<file path="config.mk">
export PLATFORM = sky130hd
export DESIGN_NAME = touch_zone_button_mapper_top
export DESIGN_NICKNAME = d
export VERILOG_FILES = /design/src/rtl/tzbm_pkg.sv /design/src/rtl/tzbm_cfg.sv /design/src/rtl/tzbm_geom.sv /design/src/rtl/tzbm_report.sv /design/src/rtl/touch_zone_button_mapper_top.sv
export SDC_FILE = /design/constraint.sdc
export NUM_CORES = 2
export LEC_CHECK = 0
export ABC_AREA = 1
export BUFFER_PORTS_ARGS = -buffer_cell sky130_fd_sc_hd__clkbuf_2
export CORE_ASPECT_RATIO = 1.4
export CORE_MARGIN = 5
export CORE_UTILIZATION = 41
export DETAILED_ROUTE_END_ITERATION = 16
export PLACE_DENSITY = 0.63
export SLEW_MARGIN = 15
export SYNTH_ARGS = -nofsm -noshare
export SYNTH_HDL_FRONTEND = slang
export SYNTH_SLANG_ARGS = --single-unit
</file>
<file path="constraint.sdc">
create_clock -name clk -period 18.6 [get_ports clk]
set_input_delay 4.65 -clock clk [delete_from_list [all_inputs] [get_ports clk]]
set_output_delay 4.65 -clock clk [all_outputs]
set_load 0.02 [all_outputs]
</file>
<file path="src/rtl/tzbm_pkg.sv">
// ----------------------------------------------------------------------------
// Touch zone button mapper package
// Shared widths, register codes, reset values, button bits and zone table.
// ----------------------------------------------------------------------------
`default_nettype none

package tzbm_pkg;

  localparam int POS_X_W = 11;
  localparam int POS_Y_W = 10;
  localparam int RAD_W   = 9;
  localparam int BTN_W   = 13;
  localparam int CFG_IDX_W  = 2;
  localparam int CFG_DATA_W = 11;

  // Squared distances and squared radii.
  localparam int DIST2_W = 23;
  localparam int RAD2_W  = 2 * RAD_W;

  // Direction slope test: |other| * TAN_NUM < |axis| * TAN_DEN.
  localparam int TAN_NUM = 414;
  localparam int TAN_DEN = 1000;

  localparam int ZONE_COUNT_DEF = 9;
  localparam int FIXED_ZONES    = 9;

  // Configuration register indexes.
  localparam logic [CFG_IDX_W-1:0] CFG_CENTER_X = 2'd0;
  localparam logic [CFG_IDX_W-1:0] CFG_CENTER_Y = 2'd1;
  localparam logic [CFG_IDX_W-1:0] CFG_OUTER_R  = 2'd2;
  localparam logic [CFG_IDX_W-1:0] CFG_DEAD_R   = 2'd3;

  localparam int RST_CENTER_X = 128;
  localparam int RST_CENTER_Y = 440;
  localparam int RST_OUTER_R  = 120;
  localparam int RST_DEAD_R   = 22;

  // Button bit positions.
  localparam int BTN_UP     = 0;
  localparam int BTN_DOWN   = 1;
  localparam int BTN_LEFT   = 2;
  localparam int BTN_RIGHT  = 3;
  localparam int BTN_EAST   = 4;
  localparam int BTN_SOUTH  = 5;
  localparam int BTN_NORTH  = 6;
  localparam int BTN_WEST   = 7;
  localparam int BTN_SELECT = 8;
  localparam int BTN_START  = 9;
  localparam int BTN_L1     = 10;
  localparam int BTN_R1     = 11;
  localparam int BTN_GUIDE  = 12;

  localparam int ZONE_CX [FIXED_ZONES] = '{1200, 1110, 1110, 1020, 1080, 1200, 128, 1090, 1236};
  localparam int ZONE_CY [FIXED_ZONES] = '{440, 530, 350, 440, 660, 660, 70, 70, 44};
  localparam int ZONE_RAD [FIXED_ZONES] = '{52, 52, 52, 52, 40, 40, 70, 60, 40};
  localparam int ZONE_BIT [FIXED_ZONES] = '{BTN_EAST, BTN_SOUTH, BTN_NORTH, BTN_WEST,
                                           BTN_SELECT, BTN_START, BTN_L1, BTN_R1, BTN_GUIDE};

  typedef struct packed {
    logic [POS_X_W-1:0] center_x;
    logic [POS_Y_W-1:0] center_y;
    logic [RAD2_W-1:0]  outer_r2;
    logic [RAD2_W-1:0]  dead_r2;
  } cfg_t;

  // Geometry stage results handed to the report stage.
  typedef struct packed {
    logic [DIST2_W-1:0] d2;
    logic [20:0]        ax_den;
    logic [19:0]        ax_num;
    logic [19:0]        ay_den;
    logic [18:0]        ay_num;
    logic               dx_pos;
    logic               dy_pos;
    logic [BTN_W-1:0]   zone_bits;
    logic               present;
    logic               last;
  } geom_t;

endpackage

`default_nettype wire

</file>
<file path="src/rtl/tzbm_cfg.sv">
// ----------------------------------------------------------------------------
// Touch zone button mapper configuration registers
// Holds the d-pad center and keeps the radii already squared.
// ----------------------------------------------------------------------------
`default_nettype none

module tzbm_cfg (
  input  wire logic                                clk,
  input  wire logic                                rst_n,
  input  wire logic                                cfg_valid,
  output logic                                     cfg_ready,
  input  wire logic [tzbm_pkg::CFG_IDX_W-1:0]      cfg_index,
  input  wire logic [tzbm_pkg::CFG_DATA_W-1:0]     cfg_data,
  output tzbm_pkg::cfg_t                           cfg
);

  tzbm_pkg::cfg_t cfg_r;
  tzbm_pkg::cfg_t cfg_nxt;
  logic [tzbm_pkg::RAD_W-1:0]  rad;
  logic [tzbm_pkg::RAD2_W-1:0] rad2;

  assign cfg_ready = 1'b1;
  assign rad  = cfg_data[tzbm_pkg::RAD_W-1:0];
  assign rad2 = tzbm_pkg::RAD2_W'(rad) * tzbm_pkg::RAD2_W'(rad);

  always_comb begin
    cfg_nxt = cfg_r;
    if (cfg_valid) begin
      unique case (cfg_index)
        tzbm_pkg::CFG_CENTER_X: cfg_nxt.center_x = cfg_data[tzbm_pkg::POS_X_W-1:0];
        tzbm_pkg::CFG_CENTER_Y: cfg_nxt.center_y = cfg_data[tzbm_pkg::POS_Y_W-1:0];
        tzbm_pkg::CFG_OUTER_R:  cfg_nxt.outer_r2 = rad2;
        tzbm_pkg::CFG_DEAD_R:   cfg_nxt.dead_r2  = rad2;
      endcase
    end
  end

  always_ff @(posedge clk) begin
    if (!rst_n) begin
      cfg_r.center_x <= tzbm_pkg::POS_X_W'(tzbm_pkg::RST_CENTER_X);
      cfg_r.center_y <= tzbm_pkg::POS_Y_W'(tzbm_pkg::RST_CENTER_Y);
      cfg_r.outer_r2 <= tzbm_pkg::RAD2_W'(tzbm_pkg::RST_OUTER_R * tzbm_pkg::RST_OUTER_R);
      cfg_r.dead_r2  <= tzbm_pkg::RAD2_W'(tzbm_pkg::RST_DEAD_R * tzbm_pkg::RST_DEAD_R);
    end else begin
      cfg_r <= cfg_nxt;
    end
  end

  assign cfg = cfg_r;

endmodule

`default_nettype wire

</file>
<file path="src/rtl/tzbm_geom.sv">
// ----------------------------------------------------------------------------
// Touch zone button mapper geometry stage
// Squares, slope products and fixed zone hits, registered for the report stage.
// ----------------------------------------------------------------------------
`default_nettype none

module tzbm_geom #(
  parameter int ZONE_COUNT = tzbm_pkg::ZONE_COUNT_DEF
) (
  input  wire logic                            clk,
  input  wire logic                            rst_n,
  input  wire logic                            s1_valid,
  output logic                                 s1_ready,
  input  wire logic [tzbm_pkg::POS_X_W-1:0]    pos_x,
  input  wire logic [tzbm_pkg::POS_Y_W-1:0]    pos_y,
  input  wire logic                            present,
  input  wire logic                            report_end,
  input  wire tzbm_pkg::cfg_t                  cfg,
  output logic                                 s2_valid,
  input  wire logic                            s2_ready,
  output tzbm_pkg::geom_t                      s2
);

  localparam int ZONE_USED = (ZONE_COUNT < tzbm_pkg::FIXED_ZONES) ?
                             ZONE_COUNT : tzbm_pkg::FIXED_ZONES;

  logic                   s2_valid_r;
  tzbm_pkg::geom_t        s2_r;
  tzbm_pkg::geom_t        s2_nxt;

  logic [11:0] dx;
  logic [10:0] dy;
  logic [11:0] dx_mag;
  logic [10:0] dy_mag;
  logic [10:0] ax;
  logic [9:0]  ay;
  logic [21:0] ax2;
  logic [19:0] ay2;
  logic [ZONE_USED-1:0]        hit;
  logic [tzbm_pkg::BTN_W-1:0]  zone_bits;

  assign dx     = {1'b0, pos_x} - {1'b0, cfg.center_x};
  assign dy     = {1'b0, pos_y} - {1'b0, cfg.center_y};
  assign dx_mag = dx[11] ? (~dx + 12'd1) : dx;
  assign dy_mag = dy[10] ? (~dy + 11'd1) : dy;
  assign ax     = dx_mag[10:0];
  assign ay     = dy_mag[9:0];
  assign ax2    = 22'(ax) * 22'(ax);
  assign ay2    = 20'(ay) * 20'(ay);

  for (genvar g = 0; g < ZONE_USED; g++) begin : g_zone
    logic [11:0] zx;
    logic [10:0] zy;
    logic [11:0] zx_mag;
    logic [10:0] zy_mag;
    logic [21:0] zx2;
    logic [19:0] zy2;
    logic [tzbm_pkg::DIST2_W-1:0] z2;

    assign zx     = {1'b0, pos_x} - 12'(tzbm_pkg::ZONE_CX[g]);
    assign zy     = {1'b0, pos_y} - 11'(tzbm_pkg::ZONE_CY[g]);
    assign zx_mag = zx[11] ? (~zx + 12'd1) : zx;
    assign zy_mag = zy[10] ? (~zy + 11'd1) : zy;
    assign zx2    = 22'(zx_mag[10:0]) * 22'(zx_mag[10:0]);
    assign zy2    = 20'(zy_mag[9:0]) * 20'(zy_mag[9:0]);
    assign z2     = tzbm_pkg::DIST2_W'(zx2) + tzbm_pkg::DIST2_W'(zy2);
    assign hit[g] = (z2 <= tzbm_pkg::DIST2_W'(tzbm_pkg::ZONE_RAD[g] * tzbm_pkg::ZONE_RAD[g]));
  end

  always_comb begin
    zone_bits = '0;
    for (int i = 0; i < ZONE_USED; i++) begin
      zone_bits = zone_bits | ({tzbm_pkg::BTN_W{hit[i]}} &
                               (tzbm_pkg::BTN_W'(1) << tzbm_pkg::ZONE_BIT[i]));
    end
  end

  always_comb begin
    s2_nxt.d2        = tzbm_pkg::DIST2_W'(ax2) + tzbm_pkg::DIST2_W'(ay2);
    s2_nxt.ax_den    = 21'(ax) * 21'(tzbm_pkg::TAN_DEN);
    s2_nxt.ax_num    = 20'(ax) * 20'(tzbm_pkg::TAN_NUM);
    s2_nxt.ay_den    = 20'(ay) * 20'(tzbm_pkg::TAN_DEN);
    s2_nxt.ay_num    = 19'(ay) * 19'(tzbm_pkg::TAN_NUM);
    s2_nxt.dx_pos    = !dx[11] && (dx != 12'd0);
    s2_nxt.dy_pos    = !dy[10] && (dy != 11'd0);
    s2_nxt.zone_bits = zone_bits;
    s2_nxt.present   = present;
    s2_nxt.last      = report_end;
  end

  assign s1_ready = !s2_valid_r || s2_ready;

  always_ff @(posedge clk) begin
    if (!rst_n) begin
      s2_valid_r <= 1'b0;
    end else if (s1_ready) begin
      s2_valid_r <= s1_valid;
    end
  end

  always_ff @(posedge clk) begin
    if (s1_ready && s1_valid) begin
      s2_r <= s2_nxt;
    end
  end

  assign s2_valid = s2_valid_r;
  assign s2       = s2_r;

endmodule

`default_nettype wire

</file>
<file path="src/rtl/tzbm_report.sv">
// ----------------------------------------------------------------------------
// Touch zone button mapper report stage
// Builds the point mask, accumulates it over a report and emits changed masks.
// ----------------------------------------------------------------------------
`default_nettype none

module tzbm_report (
  input  wire logic                            clk,
  input  wire logic                            rst_n,
  input  wire tzbm_pkg::cfg_t                  cfg,
  input  wire logic                            s2_valid,
  output logic                                 s2_ready,
  input  wire tzbm_pkg::geom_t                 s2,
  output logic                                 out_valid,
  input  wire logic                            out_ready,
  output logic [tzbm_pkg::BTN_W-1:0]           out_buttons
);

  logic [tzbm_pkg::BTN_W-1:0] accum_r;
  logic [tzbm_pkg::BTN_W-1:0] accum_nxt;
  logic [tzbm_pkg::BTN_W-1:0] reported_r;
  logic [tzbm_pkg::BTN_W-1:0] reported_nxt;
  logic [tzbm_pkg::BTN_W-1:0] out_buttons_r;
  logic [tzbm_pkg::BTN_W-1:0] out_buttons_nxt;
  logic                       out_valid_r;
  logic                       out_valid_nxt;

  logic                       in_ring;
  logic [tzbm_pkg::BTN_W-1:0] dir_bits;
  logic [tzbm_pkg::BTN_W-1:0] point_mask;
  logic [tzbm_pkg::BTN_W-1:0] acc_new;
  logic                       emit;
  logic                       take;

  assign in_ring = (s2.d2 <= tzbm_pkg::DIST2_W'(cfg.outer_r2)) &&
                   (s2.d2 >  tzbm_pkg::DIST2_W'(cfg.dead_r2));

  always_comb begin
    dir_bits = '0;
    if (21'(s2.ax_den) > 21'(s2.ay_num)) begin
      if (s2.dx_pos) begin
        dir_bits[tzbm_pkg::BTN_RIGHT] = 1'b1;
      end else begin
        dir_bits[tzbm_pkg::BTN_LEFT] = 1'b1;
      end
    end
    if (s2.ay_den > s2.ax_num) begin
      if (s2.dy_pos) begin
        dir_bits[tzbm_pkg::BTN_DOWN] = 1'b1;
      end else begin
        dir_bits[tzbm_pkg::BTN_UP] = 1'b1;
      end
    end
  end

  assign point_mask = (in_ring ? dir_bits : '0) | s2.zone_bits;
  assign acc_new    = s2.present ? (accum_r | point_mask) : accum_r;
  assign emit       = s2.last && (acc_new != reported_r);

  // An item that emits waits only while an earlier result is still unclaimed.
  assign s2_ready = !emit || !out_valid_r || out_ready;
  assign take     = s2_valid && s2_ready;

  always_comb begin
    accum_nxt       = accum_r;
    reported_nxt    = reported_r;
    out_buttons_nxt = out_buttons_r;
    out_valid_nxt   = out_valid_r && !out_ready;
    if (take) begin
      accum_nxt = s2.last ? '0 : acc_new;
      if (emit) begin
        reported_nxt    = acc_new;
        out_buttons_nxt = acc_new;
        out_valid_nxt   = 1'b1;
      end
    end
  end

  always_ff @(posedge clk) begin
    if (!rst_n) begin
      accum_r     <= '0;
      reported_r  <= '0;
      out_valid_r <= 1'b0;
    end else begin
      accum_r     <= accum_nxt;
      reported_r  <= reported_nxt;
      out_valid_r <= out_valid_nxt;
    end
  end

  always_ff @(posedge clk) begin
    out_buttons_r <= out_buttons_nxt;
  end

  assign out_valid   = out_valid_r;
  assign out_buttons = out_buttons_r;

  // A pending result always equals the mask last reported.
  a_out_matches_reported: assert property (@(posedge clk) disable iff (!rst_n)
    out_valid_r |-> (out_buttons_r == reported_r))
    else $error("pending result differs from reported mask");

  a_emit_shows: assert property (@(posedge clk) disable iff (!rst_n)
    (take && emit) |=> (out_valid_r && (out_buttons_r == $past(acc_new))))
    else $error("emitted mask not presented");

  a_end_clears: assert property (@(posedge clk) disable iff (!rst_n)
    (take && s2.last) |=> (accum_r == '0))
    else $error("accumulator not cleared at report end");

  a_dir_exclusive: assert property (@(posedge clk) disable iff (!rst_n)
    s2_valid |-> (!(point_mask[tzbm_pkg::BTN_UP] && point_mask[tzbm_pkg::BTN_DOWN]) &&
                  !(point_mask[tzbm_pkg::BTN_LEFT] && point_mask[tzbm_pkg::BTN_RIGHT])))
    else $error("opposite directions from one point");

endmodule

`default_nettype wire

</file>
<file path="src/rtl/touch_zone_button_mapper_top.sv">
// ----------------------------------------------------------------------------
// Touch zone button mapper
// Maps touch points to a 13-bit gamepad button mask and reports mask changes.
// ----------------------------------------------------------------------------
// Touch points enter on the in_ channel, one per transaction, each flagged
// present and report_end. Each present point is tested against the d-pad
// ring and nine fixed circular zones; the resulting bits are ORed over a
// report. On the item that ends a report, the accumulated mask goes out on
// the out_ channel only if it differs from the mask last sent.
// The pipeline has an input register, a geometry register (squares and slope
// products) and the output register; the item that ends a report passes
// through them in order. One item is taken per cycle while in_ready is high.
// The cfg_ channel writes the d-pad center and radii; it is always ready and
// is meant to be used while no item is in flight.
// Reset restores the default d-pad geometry and clears both the running mask
// and the last reported mask. While the receiver stalls, the result is held
// in the output register; items that emit nothing keep flowing, and in_ready
// drops only when a report end with a new mask reaches the held result.
// ----------------------------------------------------------------------------
`default_nettype none

module touch_zone_button_mapper_top #(
  parameter int ZONE_COUNT = tzbm_pkg::ZONE_COUNT_DEF
) (
  input  wire logic                               clk,
  input  wire logic                               rst_n,
  input  wire logic                               in_valid,
  output logic                                    in_ready,
  input  wire logic [tzbm_pkg::POS_X_W-1:0]       in_pos_x,
  input  wire logic [tzbm_pkg::POS_Y_W-1:0]       in_pos_y,
  input  wire logic                               in_present,
  input  wire logic                               in_report_end,
  output logic                                    out_valid,
  input  wire logic                               out_ready,
  output logic [tzbm_pkg::BTN_W-1:0]              out_buttons,
  input  wire logic                               cfg_valid,
  output logic                                    cfg_ready,
  input  wire logic [tzbm_pkg::CFG_IDX_W-1:0]     cfg_index,
  input  wire logic [tzbm_pkg::CFG_DATA_W-1:0]    cfg_data
);

  logic                          s1_valid_r;
  logic [tzbm_pkg::POS_X_W-1:0]  s1_pos_x_r;
  logic [tzbm_pkg::POS_Y_W-1:0]  s1_pos_y_r;
  logic                          s1_present_r;
  logic                          s1_last_r;
  logic                          s1_ready;
  logic                          s2_valid;
  logic                          s2_ready;
  tzbm_pkg::geom_t               s2;
  tzbm_pkg::cfg_t                cfg;

  tzbm_cfg u_cfg (
    .clk       (clk),
    .rst_n     (rst_n),
    .cfg_valid (cfg_valid),
    .cfg_ready (cfg_ready),
    .cfg_index (cfg_index),
    .cfg_data  (cfg_data),
    .cfg       (cfg)
  );

  assign in_ready = !s1_valid_r || s1_ready;

  always_ff @(posedge clk) begin
    if (!rst_n) begin
      s1_valid_r <= 1'b0;
    end else if (in_ready) begin
      s1_valid_r <= in_valid;
    end
  end

  always_ff @(posedge clk) begin
    if (in_ready && in_valid) begin
      s1_pos_x_r   <= in_pos_x;
      s1_pos_y_r   <= in_pos_y;
      s1_present_r <= in_present;
      s1_last_r    <= in_report_end;
    end
  end

  tzbm_geom #(
    .ZONE_COUNT (ZONE_COUNT)
  ) u_geom (
    .clk        (clk),
    .rst_n      (rst_n),
    .s1_valid   (s1_valid_r),
    .s1_ready   (s1_ready),
    .pos_x      (s1_pos_x_r),
    .pos_y      (s1_pos_y_r),
    .present    (s1_present_r),
    .report_end (s1_last_r),
    .cfg        (cfg),
    .s2_valid   (s2_valid),
    .s2_ready   (s2_ready),
    .s2         (s2)
  );

  tzbm_report u_report (
    .clk         (clk),
    .rst_n       (rst_n),
    .cfg         (cfg),
    .s2_valid    (s2_valid),
    .s2_ready    (s2_ready),
    .s2          (s2),
    .out_valid   (out_valid),
    .out_ready   (out_ready),
    .out_buttons (out_buttons)
  );

endmodule

`default_nettype wire
</file>
# After elaboration in Yosys (flattened, before gate mapping)
# Index checks and enable logic that the tools add are counted.
# op_classes
order_cmp	13
add_sub_neg	40
mux	26
n_mul	20
eq_ne	4
reduce_logical	27
bitwise	25
# ops
cell	n
22-bit by 20-bit adder with 23-bit output	10
11-bit by 11-bit multiplier with 22-bit output	8
10-bit by 10-bit multiplier with 20-bit output	7
23-bit by 12-bit <= comparator with 1-bit output, second input constant	5
11-bit by 1-bit adder with 11-bit output, second input constant	8
11-bit two-way mux	8
11-bit NOT	8
10-bit by 1-bit adder with 10-bit output, second input constant	7
10-bit two-way mux	7
10-bit NOT	7
23-bit by 11-bit <= comparator with 1-bit output, second input constant	3
11-bit by 11-bit subtractor with 12-bit output, second input constant	5
13-bit bitwise OR	3
13-bit two-way mux	2
23-bit by 18-bit greater-than comparator with 1-bit output	1
23-bit by 13-bit <= comparator with 1-bit output, second input constant	1
23-bit by 18-bit <= comparator with 1-bit output	1
10-bit by 10-bit subtractor with 11-bit output, second input constant	2
10-bit by 9-bit subtractor with 11-bit output, second input constant	2
21-bit by 19-bit greater-than comparator with 1-bit output	1
20-bit greater-than comparator	1
11-bit by 8-bit multiplier with 19-bit output, second input constant	1
10-bit by 8-bit multiplier with 18-bit output, second input constant	1
11-bit by 7-bit multiplier with 18-bit output, second input constant	1
other kinds (28)	55
# word_totals
output_inout_bits	16
in_bits	41
regBits	234

# Depth between registers and ports, before layout
# logic_depth
ltp_word	15
ltp_mapped	53
mapped_depth_nobuf	52

# By module
# Synthesis repeated with hierarchy kept, for this count alone.
# unflattened
hier_cells	9954
area_unflattened_um2	76992.6
# modules_own_cells
module	area_each_um2	seq_area_each_um2	instances	cells_per_inst
tzbm_geom	67716.2	3203.1	1	8681
tzbm_cfg	4317.9	1101.1	1	613
tzbm_report	4216.5	930.9	1	630
touch_zone_button_mapper_top	742.0	710.7	1	30

# Least setup slack after synthesis
# No wires, ideal clock.
# synth_path
kind	input to output
from	input port out_ready
to	output port in_ready
slack_ns	8.678
arrival_ns	5.272
n_path_buf	0
stages	4
cell_sequence	nor2_1 -> nand4_1 -> nor2_1 -> inv_1
# synth_between
elab_chain_cells	3
# synth_lines
element	line	text
from (decl)	touch_zone_button_mapper_top.sv:34	input wire logic out_ready,
1-bit logical OR	tzbm_report.sv:61	assign s2_ready = !emit || !out_valid_r || out_ready;
1-bit logical OR	tzbm_geom.sv:91	assign s1_ready = !s2_valid_r || s2_ready;
1-bit logical OR	touch_zone_button_mapper_top.sv:63	assign in_ready = !s1_valid_r || s1_ready;
to (decl)	touch_zone_button_mapper_top.sv:28	output logic in_ready,
# No other way between the ends.

# Worst setup path after layout
# layout_path
from	register s1_pos_y_r[0] in the netlist's numbering
to	register u_geom.s2_r, in the netlist u_geom.s2[9] (data pin)
# layout_between
elab_chain_cells	13
# layout_lines
element	line	text
from (decl)	touch_zone_button_mapper_top.sv:44	logic [tzbm_pkg::POS_Y_W-1:0] s1_pos_y_r;
from (signal assigned)	touch_zone_button_mapper_top.sv:76	s1_pos_y_r <= in_pos_y;
10-bit by 9-bit subtractor with 11-bit output (*)	tzbm_geom.sv:61	assign zy = {1'b0, pos_y} - 11'(tzbm_pkg::ZONE_CY[g]);
10-bit NOT	tzbm_geom.sv:63	assign zy_mag = zy[10] ? (~zy + 11'd1) : zy;
10-bit by 1-bit adder with 10-bit output	tzbm_geom.sv:63	
10-bit two-way mux (*)	tzbm_geom.sv:63	
10-bit by 10-bit multiplier with 20-bit output (*)	tzbm_geom.sv:65	assign zy2 = 20'(zy_mag[9:0]) * 20'(zy_mag[9:0]);
22-bit by 20-bit adder with 23-bit output (*)	tzbm_geom.sv:66	assign z2 = tzbm_pkg::DIST2_W'(zx2) + tzbm_pkg::DIST2_W'(zy2);
23-bit by 12-bit <= comparator with 1-bit output (*)	tzbm_geom.sv:67	assign hit[g] = (z2 <= tzbm_pkg::DIST2_W'(tzbm_pkg::ZONE_RAD[g] * tzbm_pkg::ZONE_RAD[g]));
net u_geom.hit[3]	tzbm_geom.sv:39	logic [ZONE_USED-1:0] hit;
13-bit by 8-bit bitwise OR with 13-bit output (*)	tzbm_geom.sv:73	zone_bits = zone_bits | ({tzbm_pkg::BTN_W{hit[i]}} &
13-bit by 9-bit bitwise OR with 13-bit output (*)	tzbm_geom.sv:73	
13-bit by 10-bit bitwise OR with 13-bit output (*)	tzbm_geom.sv:73	
13-bit by 11-bit bitwise OR with 13-bit output (*)	tzbm_geom.sv:73	
13-bit by 12-bit bitwise OR with 13-bit output (*)	tzbm_geom.sv:73	
13-bit bitwise OR (*)	tzbm_geom.sv:73	
to (signal assigned)	tzbm_geom.sv:103	s2_r <= s2_nxt;
to (decl)	tzbm_geom.sv:28	tzbm_pkg::geom_t s2_r;
# Mark *: on every way through the listed nets, which the timed path passes. The rest lies on a longest branch.
# A chain may end at the register's enable or synchronous reset.

==> flow_summary.ini <==
[status]
outcome = finished clean

[floorplanning]
die_area_um2 = 186000
boundaryPins = 57
fp.dieH_um = 508
die_w_um = 366
rows = 183
fp.coreArea_um2 = 177000
initial_core_util_pct = 41.1

[grt]
busiest_layer = met2
grt_start_max_net_pins = 64
gr-usage-met1_pct = 24.4
grt_pass1_wl_um = 322000
grt_overflow = 0
grt_pass1_vias = 61600
grtUsageTotal_pct = 21.7
use_met2_pct = 40.9
antenna_found_initial = 3
grt_use_met3_pct = 2.12

[cts]
cts_max_path_buffers = 3
cts_root_buf = clkbuf_16
cts_resized = 0
cts_tree = done
clkSinkCount = 226
clkTransAtPathRegs_ns = 0.06
cts_buffers = 34
postCtsSetupBuffers = 0
clk_latency_ns = 0.62
hold_buffers = 0
cts_htree_levels = 2

[synthesis]
synthArstFlopShare_pct = 0
synth_top_family_by_area = adder cells
yosysSeqAreaShare_pct = 8.17
synth-compound-area-share_pct = 7.10
syn_nets = 11300
synth_xor_area_share_pct = 5.98
syn_avg_cell_area_um2 = 8.09
synth_cells = 8993
synth_seq_cells = 226
synth.area.mux_share_pct = 0
yosys_warnings = 0
synth_edf_count = 142
synth-main-ff-cell = edfxtp_1
synth-simple-area-share_pct = 15.0
netlist_area_um2 = 72800
synthDistinctLibCells = 70
synthAdderAreaFrac_pct = 50.8

[timing]
slew_headroom_pct = 19.8
skew_ns = 0.0514
finalCriticalPeriod_ns = 11.43
slew_viol_final = 0
fin_ws_ns = 7.17
worst_slew_pin_slew_ns = 1.20
finalSetupTns_ns = 0
max_freq_ghz = 0.0875
rsz0062_at_grt = no
finalHoldViolations = 0
setup_violations = 0
finalCritPeriodShare_pct = 61.4

[placed_design]
dp.cells = 11300
dp_hpwl_um = 175000
pre_cts_ws_ns = 7.18
gp_congestion = 0.934
io_buffers = 55

[cells_and_area]
final_util_pct = 43.4
syn_to_final_growth_pct = 5.59
final_common_cell = inv_1
seq_area_um2 = 5950
multi_input_area_um2 = 57400
final_cell_mix = inv_1 (2293), nand2_1 (1214), fa_1 (1181)
fin_nets = 11300
final_cells = 11400
drive_above_1_share_pct = 3.37
num-fill-cells = 17700
diodes = 0

[detailed_routing]
first_pass_iters = 6
vias_per_cell = 5.05
totalWireLength_um = 200000
drtIter0Drc = 2994
drc = 0
antenna_left = 0
wl_per_cell_um = 17.6
vias = 57300

[min_path]
hp-start = u_cfg.cfg[56]
hp-class = reg -> reg

[worst_setup_path]
startpoint = s1_pos_y_r[0]
cpMostUsedCell = fa_1
critPathKind = reg -> reg
reg2reg_from = s1_pos_y_r[0]
start_kind = flop
end_kind = flop
crit_fanout = 52
slowest_delay_ns = 0.73
required_ns = 18.97
worstPathArrival_ns = 11.80
cp_slowest_cell = o21ai_0

[job]
maxCapViolations = 0
## final timing paths
path / to / slack [ns] / cells past startpoint
max: u_geom.s2[9] / 7.17 / 44
min: u_cfg.cfg[56] / 0.46 / 2
max reg2reg: u_geom.s2[9] / 7.17 / 44
min reg2reg: u_cfg.cfg[56] / 0.46 / 2
## layout make-up
type                       count  share of cell area [%]
timing repair buffer          99                   0.788
tap                         2312                    3.77
clock buffer                  39                    1.15
clock inverter                23                   0.275
sequential                   226                    7.74
multi-input combinational   6301                    74.8
inverter                    2353                    11.5
## cells in the mapped netlist, types with 22 or more instances
| cell | n | share of area [%] |
|---|---|---|
| a21o_1 | 50 | 0.52 |
| a21oi_1 | 427 | 2.9 |
| buf_2 | 27 | 0.19 |
| clkbuf_1 | 66 | 0.34 |
| dfxtp_1 | 84 | 2.3 |
| edfxtp_1 | 142 | 5.9 |
| fa_1 | 1181 | 32 |
| ha_1 | 1065 | 18 |
| inv_1 | 2295 | 12 |
| inv_2 | 35 | 0.18 |
| nand2_1 | 1214 | 6.3 |
| nand3_1 | 236 | 1.6 |
| nand4_1 | 61 | 0.52 |
| nor2_1 | 952 | 4.9 |
| nor3_1 | 65 | 0.45 |
| o211ai_1 | 27 | 0.28 |
| o21ai_0 | 247 | 1.7 |
| o21ai_1 | 22 | 0.15 |
| o21bai_1 | 22 | 0.23 |
| or2_2 | 28 | 0.24 |
| xnor2_1 | 153 | 1.8 |
| xor2_1 | 338 | 4.1 |
## state kept, by name (all words and copies together), names as in the netlist
| signal | flops |
|---|---|
| s1_pos_y_r | 10 |
| s1_valid_r | 1 |
| s1_pos_x_r | 11 |
| u_report.reported_r | 13 |
| s1_present_r | 1 |
| s1_last_r | 1 |
| u_report.out_valid | 1 |
| u_cfg.cfg | 55 |
| u_report.accum_r | 13 |
| u_geom.s2_valid | 1 |
| u_report.out_buttons | 13 |
| u_geom.s2 | 106 |
## cell families after synthesis
logic type | after synthesis
flip-flops | 226
XOR/XNOR | 494
other | 1
AO/OA/AOI/OAI | 907
adder cells (fa/ha/maj) | 2246
buffers and inverters | 2466
AND/OR/NAND/NOR | 2653
## critical path, delay by kind of cell, from the launching register on
kind	cells	cell delay, ns
fa+ha+maj	12	5.61
buf+inv	11	1.81
simple gates	13	1.47
compound gates	5	1.31
xor+xnor	3	0.58
flops	1	0.36
## metal layers
| layer | vias to the layer above | routed length [um] |
|---|---|---|
| met5 | - | 35 |
| met4 | 6 | 11800 |
| met3 | 448 | 7120 |
| met2 | 1233 | 104000 |
| met1 | 28200 | 77100 |
| li1 | 27500 | - |
## per-stage QoR
stage / hold slack [ns] / area, um^2
2_1_floorplan: 0.400 / 72800
3_3_place_gp: 0.444 / 75700
3_5_place_dp: 0.453 / 75700
4_1_cts: 0.465 / 76800
5_1_grt: 0.492 / 76800
6_report: 0.460 / 76800
Power is left out: the tool's default activity adds up to more than one toggle a clock period on the data nets, which glitch-free logic cannot reach.
